$ cat config.mk
export PLATFORM = sky130hd
export DESIGN_NAME = two_button_auto_repeat
export DESIGN_NICKNAME = d
export VERILOG_FILES = /design/src/design/tbar_pkg.sv /design/src/design/two_button_auto_repeat.sv /design/src/design/tbar_ctrl.sv
export SDC_FILE = /design/constraint.sdc
export NUM_CORES = 1
export LEC_CHECK = 0
export BUFFER_PORTS_ARGS = -buffer_cell sky130_fd_sc_hd__buf_2
export CORE_ASPECT_RATIO = 0.8
export CORE_UTILIZATION = 55
export CTS_CLUSTER_SIZE = 20
export DETAILED_ROUTE_END_ITERATION = 7
export PLACE_DENSITY = 0.77
export SYNTH_ARGS = -nofsm -noshare
export SYNTH_HDL_FRONTEND = slang
export SYNTH_SLANG_ARGS = --single-unit
$ cat constraint.sdc
create_clock -name clock -period 3.8 [get_ports clock]
set_input_delay 0.38 -clock clock [delete_from_list [all_inputs] [get_ports clock]]
set_output_delay 0.38 -clock clock [all_outputs]
set_load 0.1 [all_outputs]
$ cat src/design/tbar_pkg.sv
// Shared types and constants for the two-button auto-repeat block.
// Standalone package; used by tbar_ctrl and two_button_auto_repeat.
`default_nettype none

package tbar_pkg;

   localparam int unsigned TIME_W    = 32;
   localparam int unsigned DELAY_W   = 16;
   localparam int unsigned ID_W      = 5;
   localparam int unsigned CSR_IDX_W = 3;
   localparam int unsigned CSR_DAT_W = 16;

   // register map
   localparam logic [CSR_IDX_W-1:0] CSR_ENABLED         = 3'd0;
   localparam logic [CSR_IDX_W-1:0] CSR_FIRST_DELAY     = 3'd1;
   localparam logic [CSR_IDX_W-1:0] CSR_REPEAT_INTERVAL = 3'd2;
   localparam logic [CSR_IDX_W-1:0] CSR_BUTTON_ONE_ID   = 3'd3;
   localparam logic [CSR_IDX_W-1:0] CSR_BUTTON_TWO_ID   = 3'd4;

   // register reset values
   localparam logic                 ENABLED_RST         = 1'b1;
   localparam logic [DELAY_W-1:0]   FIRST_DELAY_RST     = 16'd500;
   localparam logic [DELAY_W-1:0]   REPEAT_INTERVAL_RST = 16'd100;
   localparam logic [ID_W-1:0]      BUTTON_ONE_ID_RST   = 5'd0;
   localparam logic [ID_W-1:0]      BUTTON_TWO_ID_RST   = 5'd1;

   typedef enum logic [1:0] {
      DIR_NONE = 2'd0,
      DIR_ONE  = 2'd1,
      DIR_TWO  = 2'd2
   } dir_type;

   typedef struct packed {
      logic              one_changed;
      logic              one_pressed;
      logic              two_changed;
      logic              two_pressed;
      logic [TIME_W-1:0] now_ms;
   } req_type;

   typedef struct packed {
      logic            fire;
      logic [ID_W-1:0] fired_id;
   } rsp_type;

endpackage

`default_nettype wire

$ cat src/design/two_button_auto_repeat.sv
// Auto-repeat for a pair of opposing buttons: one response per request, giving
// fire and the id of the firing button. Each request is captured in an input
// register, decided by short compare/subtract logic against the direction and
// repeat-timer state, and written to a two-entry response buffer (output
// register plus skid). Throughput is one request per clock while the skid
// entry is empty; a request passes the input register, then the output
// register. The skid entry lets the block take one more request while a
// response waits on rsp_ready. The user must write the registers through the
// csr port only while no request is in flight; the block does not enforce it.
// Depends on tbar_pkg and tbar_ctrl.
`default_nettype none

module two_button_auto_repeat (
   input  wire logic                               clock,
   input  wire logic                               reset,
   input  wire logic                               req_valid,
   output logic                                    req_ready,
   input  wire tbar_pkg::req_type                  req_data,
   output logic                                    rsp_valid,
   input  wire logic                               rsp_ready,
   output tbar_pkg::rsp_type                       rsp_data,
   input  wire logic                               csr_we,
   input  wire logic [tbar_pkg::CSR_IDX_W-1:0]     csr_index,
   input  wire logic [tbar_pkg::CSR_DAT_W-1:0]     csr_wdata
);

   logic               in_valid_ff;
   tbar_pkg::req_type  in_data_ff;
   logic               advance;
   tbar_pkg::rsp_type  result;

   logic               head_valid_ff, head_valid_in;
   tbar_pkg::rsp_type  head_ff, head_in;
   logic               skid_valid_ff, skid_valid_in;
   tbar_pkg::rsp_type  skid_ff, skid_in;
   logic               pop;

   assign advance   = in_valid_ff && !skid_valid_ff;
   assign req_ready = !in_valid_ff || advance;

   always_ff @(posedge clock) begin
      if (reset) begin
         in_valid_ff <= 1'b0;
      end else if (req_ready) begin
         in_valid_ff <= req_valid;
      end
   end

   always_ff @(posedge clock) begin
      if (req_valid && req_ready) begin
         in_data_ff <= req_data;
      end
   end

   tbar_ctrl u_ctrl (
      .clock     (clock),
      .reset     (reset),
      .csr_we    (csr_we),
      .csr_index (csr_index),
      .csr_wdata (csr_wdata),
      .advance   (advance),
      .req       (in_data_ff),
      .rsp       (result)
   );

   assign pop = head_valid_ff && rsp_ready;

   always_comb begin
      head_valid_in = head_valid_ff;
      head_in       = head_ff;
      skid_valid_in = skid_valid_ff;
      skid_in       = skid_ff;
      if (!head_valid_ff || pop) begin
         if (skid_valid_ff) begin
            head_valid_in = 1'b1;
            head_in       = skid_ff;
            skid_valid_in = advance;
            skid_in       = result;
         end else begin
            head_valid_in = advance;
            head_in       = result;
         end
      end else if (advance) begin
         // head stalled: park the new response
         skid_valid_in = 1'b1;
         skid_in       = result;
      end
   end

   always_ff @(posedge clock) begin
      if (reset) begin
         head_valid_ff <= 1'b0;
         skid_valid_ff <= 1'b0;
      end else begin
         head_valid_ff <= head_valid_in;
         skid_valid_ff <= skid_valid_in;
      end
   end

   always_ff @(posedge clock) begin
      head_ff <= head_in;
      skid_ff <= skid_in;
   end

   assign rsp_valid = head_valid_ff;
   assign rsp_data  = head_ff;

endmodule

`default_nettype wire

$ cat src/design/tbar_ctrl.sv
// Configuration registers, direction/timer state and the per-request decision.
// Depends on tbar_pkg.
`default_nettype none

module tbar_ctrl (
   input  wire logic                               clock,
   input  wire logic                               reset,
   input  wire logic                               csr_we,
   input  wire logic [tbar_pkg::CSR_IDX_W-1:0]     csr_index,
   input  wire logic [tbar_pkg::CSR_DAT_W-1:0]     csr_wdata,
   input  wire logic                               advance,
   input  wire tbar_pkg::req_type                  req,
   output tbar_pkg::rsp_type                       rsp
);

   logic                               enabled_ff;
   logic [tbar_pkg::DELAY_W-1:0]       first_delay_ff;
   logic [tbar_pkg::DELAY_W-1:0]       repeat_interval_ff;
   logic [tbar_pkg::ID_W-1:0]          button_one_id_ff;
   logic [tbar_pkg::ID_W-1:0]          button_two_id_ff;

   tbar_pkg::dir_type                  direction_ff, direction_in;
   logic                               running_ff, running_in;
   logic [tbar_pkg::TIME_W-1:0]        start_ff, start_in;
   logic                               use_first_ff, use_first_in;

   logic                               changed;
   logic                               mine;
   logic                               other;
   tbar_pkg::dir_type                  me_dir;
   tbar_pkg::dir_type                  other_dir;
   logic [tbar_pkg::ID_W-1:0]          me_id;
   logic [tbar_pkg::DELAY_W-1:0]       limit;
   logic [tbar_pkg::TIME_W-1:0]        elapsed;
   logic                               expired;

   always_ff @(posedge clock) begin
      if (reset) begin
         enabled_ff         <= tbar_pkg::ENABLED_RST;
         first_delay_ff     <= tbar_pkg::FIRST_DELAY_RST;
         repeat_interval_ff <= tbar_pkg::REPEAT_INTERVAL_RST;
         button_one_id_ff   <= tbar_pkg::BUTTON_ONE_ID_RST;
         button_two_id_ff   <= tbar_pkg::BUTTON_TWO_ID_RST;
      end else if (csr_we) begin
         case (csr_index)
            tbar_pkg::CSR_ENABLED: begin
               enabled_ff <= csr_wdata[0];
            end
            tbar_pkg::CSR_FIRST_DELAY: begin
               first_delay_ff <= csr_wdata;
            end
            tbar_pkg::CSR_REPEAT_INTERVAL: begin
               repeat_interval_ff <= csr_wdata;
            end
            tbar_pkg::CSR_BUTTON_ONE_ID: begin
               button_one_id_ff <= csr_wdata[tbar_pkg::ID_W-1:0];
            end
            tbar_pkg::CSR_BUTTON_TWO_ID: begin
               button_two_id_ff <= csr_wdata[tbar_pkg::ID_W-1:0];
            end
            default: begin
            end
         endcase
      end
   end

   // button one change wins over button two
   assign changed   = req.one_changed | req.two_changed;
   assign mine      = req.one_changed ? req.one_pressed : req.two_pressed;
   assign other     = req.one_changed ? req.two_pressed : req.one_pressed;
   assign me_dir    = req.one_changed ? tbar_pkg::DIR_ONE : tbar_pkg::DIR_TWO;
   assign other_dir = req.one_changed ? tbar_pkg::DIR_TWO : tbar_pkg::DIR_ONE;
   assign me_id     = req.one_changed ? button_one_id_ff : button_two_id_ff;

   assign limit   = use_first_ff ? first_delay_ff : repeat_interval_ff;
   assign elapsed = req.now_ms - start_ff;
   assign expired = (elapsed[tbar_pkg::TIME_W-1:tbar_pkg::DELAY_W] != '0) ||
                    (elapsed[tbar_pkg::DELAY_W-1:0] >= limit);

   always_comb begin
      direction_in = direction_ff;
      running_in   = running_ff;
      start_in     = start_ff;
      use_first_in = use_first_ff;
      rsp.fire     = 1'b0;
      rsp.fired_id = '0;
      if (!enabled_ff) begin
         running_in = 1'b0;
      end else if (changed) begin
         if (mine) begin
            // press only counts while the opposite button is up
            if (!other) begin
               direction_in = me_dir;
               running_in   = 1'b1;
               start_in     = req.now_ms;
               use_first_in = 1'b1;
               rsp.fire     = 1'b1;
               rsp.fired_id = me_id;
            end
         end else if (direction_ff == me_dir) begin
            if (other) begin
               // hand over to the held button, no fire
               direction_in = other_dir;
               running_in   = 1'b1;
               start_in     = req.now_ms;
               use_first_in = 1'b1;
            end else begin
               direction_in = tbar_pkg::DIR_NONE;
               running_in   = 1'b0;
            end
         end
      end else if (running_ff && expired) begin
         start_in     = req.now_ms;
         use_first_in = 1'b0;
         rsp.fire     = 1'b1;
         rsp.fired_id = (direction_ff == tbar_pkg::DIR_ONE) ? button_one_id_ff
                                                             : button_two_id_ff;
      end
   end

   always_ff @(posedge clock) begin
      if (reset) begin
         direction_ff <= tbar_pkg::DIR_NONE;
         running_ff   <= 1'b0;
         start_ff     <= '0;
         use_first_ff <= 1'b1;
      end else if (csr_we && (csr_index == tbar_pkg::CSR_ENABLED) && !csr_wdata[0]) begin
         running_ff <= 1'b0;
      end else if (advance) begin
         direction_ff <= direction_in;
         running_ff   <= running_in;
         start_ff     <= start_in;
         use_first_ff <= use_first_in;
      end
   end

endmodule

`default_nettype wire

==> results.tsv <==
metric	value	unit
CP endpoint kind	flip-flop	
GR Util met1	35.2	%
GRT Util Overall	26.3	%
met3 Usage GRT	6.07	%
DRC violations left	0	
RR Startpoint	in_data_ff[1]$_DFFE_PP_	
largest net degree at the start of global routing	76	
HP Class	primary input to flip-flop	
syn avg cell area	9.04	um2
DP HPWL	12400	um
Final Hold Vio Count	0	
Yosys cell types	67	
Cell Rows	38	
die area	14400	um2
P per Cell Area	404	nW/um2
H-Tree Level Count	4	
FF-to-FF path depth	21	
Worst R2R End	rsp_data[3]$_DFFE_PN_	
Synth area leader	dfxtp_1	
WHS	0.122	ns
vias in the first global route	6213	
layout cells sized above 1	23.0	%
Yosys warning total	0	
Slew headroom	17.4	%
Remaining Overflow, GRT	0	
met2 usage	41.0	%
Setup CP Type	flip-flop to flip-flop	
max-slew violations	0	
Fmax	232	MHz
first-pass GRT wire length	29700	um
routed length per instance	15.8	um
CTS root buffer	clkbuf_16	
post-synth top area share	21.4	%
overall power	3890	uW
DIE WIDTH	134	um
RSZ-0062 raised after global routing	yes	
CTS tree	built	
1st-pass router iterations	8	
Final Wtd Congestion	0.917	
antenna-violating nets left	0	
Core ar.	13600	um2
Cells after Synth	848	
GRT busiest layer	met2	
R2R Setup Slk	-0.51	ns
Starting Density	56.4	%
crit path capture	rsp_data[3]$_DFFE_PN_	
Final #Nets	1082	
leakage	0.00410	uW
#FFs+latches synth	130	
Worst Path Required	3.95	ns
Syn Std Cell Area	7670	um2
Period minus WS final	4.31	ns
IO Count	68	
top_reg_cell synth	dfxtp_1	
CP startpoint kind	flip-flop	
CTS max path bufs	2	
outcome	finished, violations left	
routed vias	6485	
starting DRC count in detailed routing	463	
Vias/cell	5.56	
failing checks	negative setup slack	
sequential share of the synthesized area	40.2	%
Final WS setup	-0.515	ns
Max Clock Skew	0.0127	ns
Synth async-reset ratio	0	%
worst-margin pin slew	1.23	ns
fin crit share	114	%
Post-synth EDFFs	48	
worst-path fanout max	12	
Max Cap Viol	0	
clk slew on worst S/H paths	0.06	ns
die extent in y	108	um
WL final	18400	um
crit path from	in_data_ff[1]$_DFFE_PP_	
number of antenna violations at the first check in global routing	0	
Setup Viol. Count Final	44	
Fillers	1018	
clock sinks	130	
CTS Buf Count	17	
Layout area overhead	25.4	%
Diodes inserted	0	
peak supply drop	0.381	mV
synth top area cells	dfxtp_1, edfxtp_1, mux2i_1	
clock latency on the worst-skew pair	0.43	ns
arrival time worst endpoint	4.46	ns
post-synth net total	956	
port bufs	67	
==> worst min-delay path by stage <==
stage	start	endpoint	slack, ns	cells after the start
finish	req_data[1]	in_data_ff[1]$_DFFE_PP_	0.12	1
global route	req_data[1]	in_data_ff[1]$_DFFE_PP_	0.11	1
CTS	req_data[1]	in_data_ff[1]$_DFFE_PP_	0.11	1
detailed placement	u_ctrl.repeat_interval_ff[12]$_SDFFE_PP0P_	u_ctrl.repeat_interval_ff[12]$_SDFFE_PP0P_	0.45	2
global placement	u_ctrl.repeat_interval_ff[13]$_SDFFE_PP0P_	u_ctrl.repeat_interval_ff[13]$_SDFFE_PP0P_	0.44	2
floorplan	u_ctrl.first_delay_ff[0]$_SDFFE_PP0P_	u_ctrl.first_delay_ff[0]$_SDFFE_PP0P_	0.43	2
==> critical path, stage by stage, from the launching register on <==
cell and delay [ns]:
edfxtp_1 0.40, ha_1 0.32, nor2b_4 0.14, buf_6 0.11, o211ai_1 0.18, a31oi_2 0.14, buf_4 0.15, buf_4 0.12
buf_4 0.12, buf_4 0.12, buf_4 0.12, buf_4 0.12, buf_4 0.12, buf_4 0.12, nor2_1 0.29, o22ai_1 0.15
xnor2_1 0.17, a311oi_1 0.30, nand4_2 0.26, o31ai_4 0.33, buf_12 0.17, o31ai_1 0.09
==> metrics by stage <==
| step | utilization, % | worst slack [ns] | cell area, um2 | std cells | TNS [ns] |
|---|---|---|---|---|---|
| detailed placement | 63.6 | -0.604 | 8640 | 1118 | -22.58 |
| finish | 70.7 | -0.515 | 9620 | 1167 | -19.56 |
| global route | 70.7 | -0.779 | 9620 | 1167 | -30.96 |
| floorplan | - | -0.196 | 7770 | 848 | -4.64 |
| CTS | 69.9 | -0.446 | 9500 | 1164 | -17.27 |
| global placement | 63.6 | -0.500 | 8640 | 1118 | -18.71 |
==> cells in the mapped netlist, drive strengths merged (5+ instances only) <==
cell type and instances:
nand2 107, dfxtp 82, nand2b 78, a21oi 69
mux2i 63, edfxtp 48, nor2 48, ha 47
inv 43, clkbuf 39, o21ai 25, nand3 16
nand4 16, xnor2 15, nor3 13, nand3b 11
o31ai 10, o21a 9, nor2b 8, o211ai 8
xor2 7, a21o 6, buf 6, and3 5
nor4 5, or2 5
==> state kept, by name, indices dropped and copies added (netlist names), 2 cells and up <==
name	count
u_ctrl.direction_ff	2
skid_ff	6
rsp_data	6
u_ctrl.button_two_id_ff	5
u_ctrl.repeat_interval_ff	16
u_ctrl.first_delay_ff	16
in_data_ff	36
u_ctrl.start_ff	32
u_ctrl.button_one_id_ff	5
==> repair_timing <==
item / in CTS / in global routing
pin swaps: 3 / 4
endpoints found under the setup margin: 45 / 45
gates cloned: 2 / 2
hold buffers: 0 / 0
buffers inserted: 12 / 1
gates resized for setup: 16 / 10
==> layout by cell type (no fill, tap or decap), types with 16 or more instances in the layout <==
| cell type | instances |
|---|---|
| nand2_1 | 107 |
| dfxtp_1 | 82 |
| nand2b_1 | 78 |
| buf_4 | 74 |
| buf_2 | 67 |
| mux2i_1 | 63 |
| a21oi_1 | 62 |
| edfxtp_1 | 48 |
| nor2_1 | 46 |
| inv_1 | 42 |
| ha_1 | 42 |
| clkbuf_16 | 21 |
| o21ai_0 | 19 |
| nand3_1 | 16 |
==> layer usage <==
layer / up-vias / wire [um]
met1: 2978 / 8880
met5: - / 0
met4: 0 / 561
met3: 60 / 917
met2: 192 / 8090
li1: 3255 / -
==> logic make-up (layout without fill, tap and decap cells) <==
group	after synthesis	in the layout	share of synthesized area, %
flip-flops	130	130	40.2
AO/OA/AOI/OAI	169	169	14.5
AND/OR/NAND/NOR	324	324	21.4
multiplexers	67	67	8.81
adder cells (fa/ha/maj)	48	48	7.93
XOR/XNOR	22	22	2.51
buffers and inverters	88	227	4.68
==> power breakdown <==
group | leakage, uW | internal, uW | switching [uW] | total [uW]
clock network | 0.000310 | 1110 | 621 | 1730
logic | 0.00266 | 279 | 353 | 632
registers | 0.00113 | 1490 | 29.6 | 1520
==> layout make-up <==
cell class / instances / area, um2 / area share [%]
clock buffers: 21 / 483 / 5.02
clock inverters: 11 / 145 / 1.51
inverters: 43 / 161 / 1.68
multi-input cells: 630 / 4400 / 45.8
flip-flops and latches: 130 / 3080 / 32.1
well taps: 180 / 225 / 2.34
repair buffers: 152 / 1120 / 11.6
Note: power is estimated with default switching activity, not from simulation.
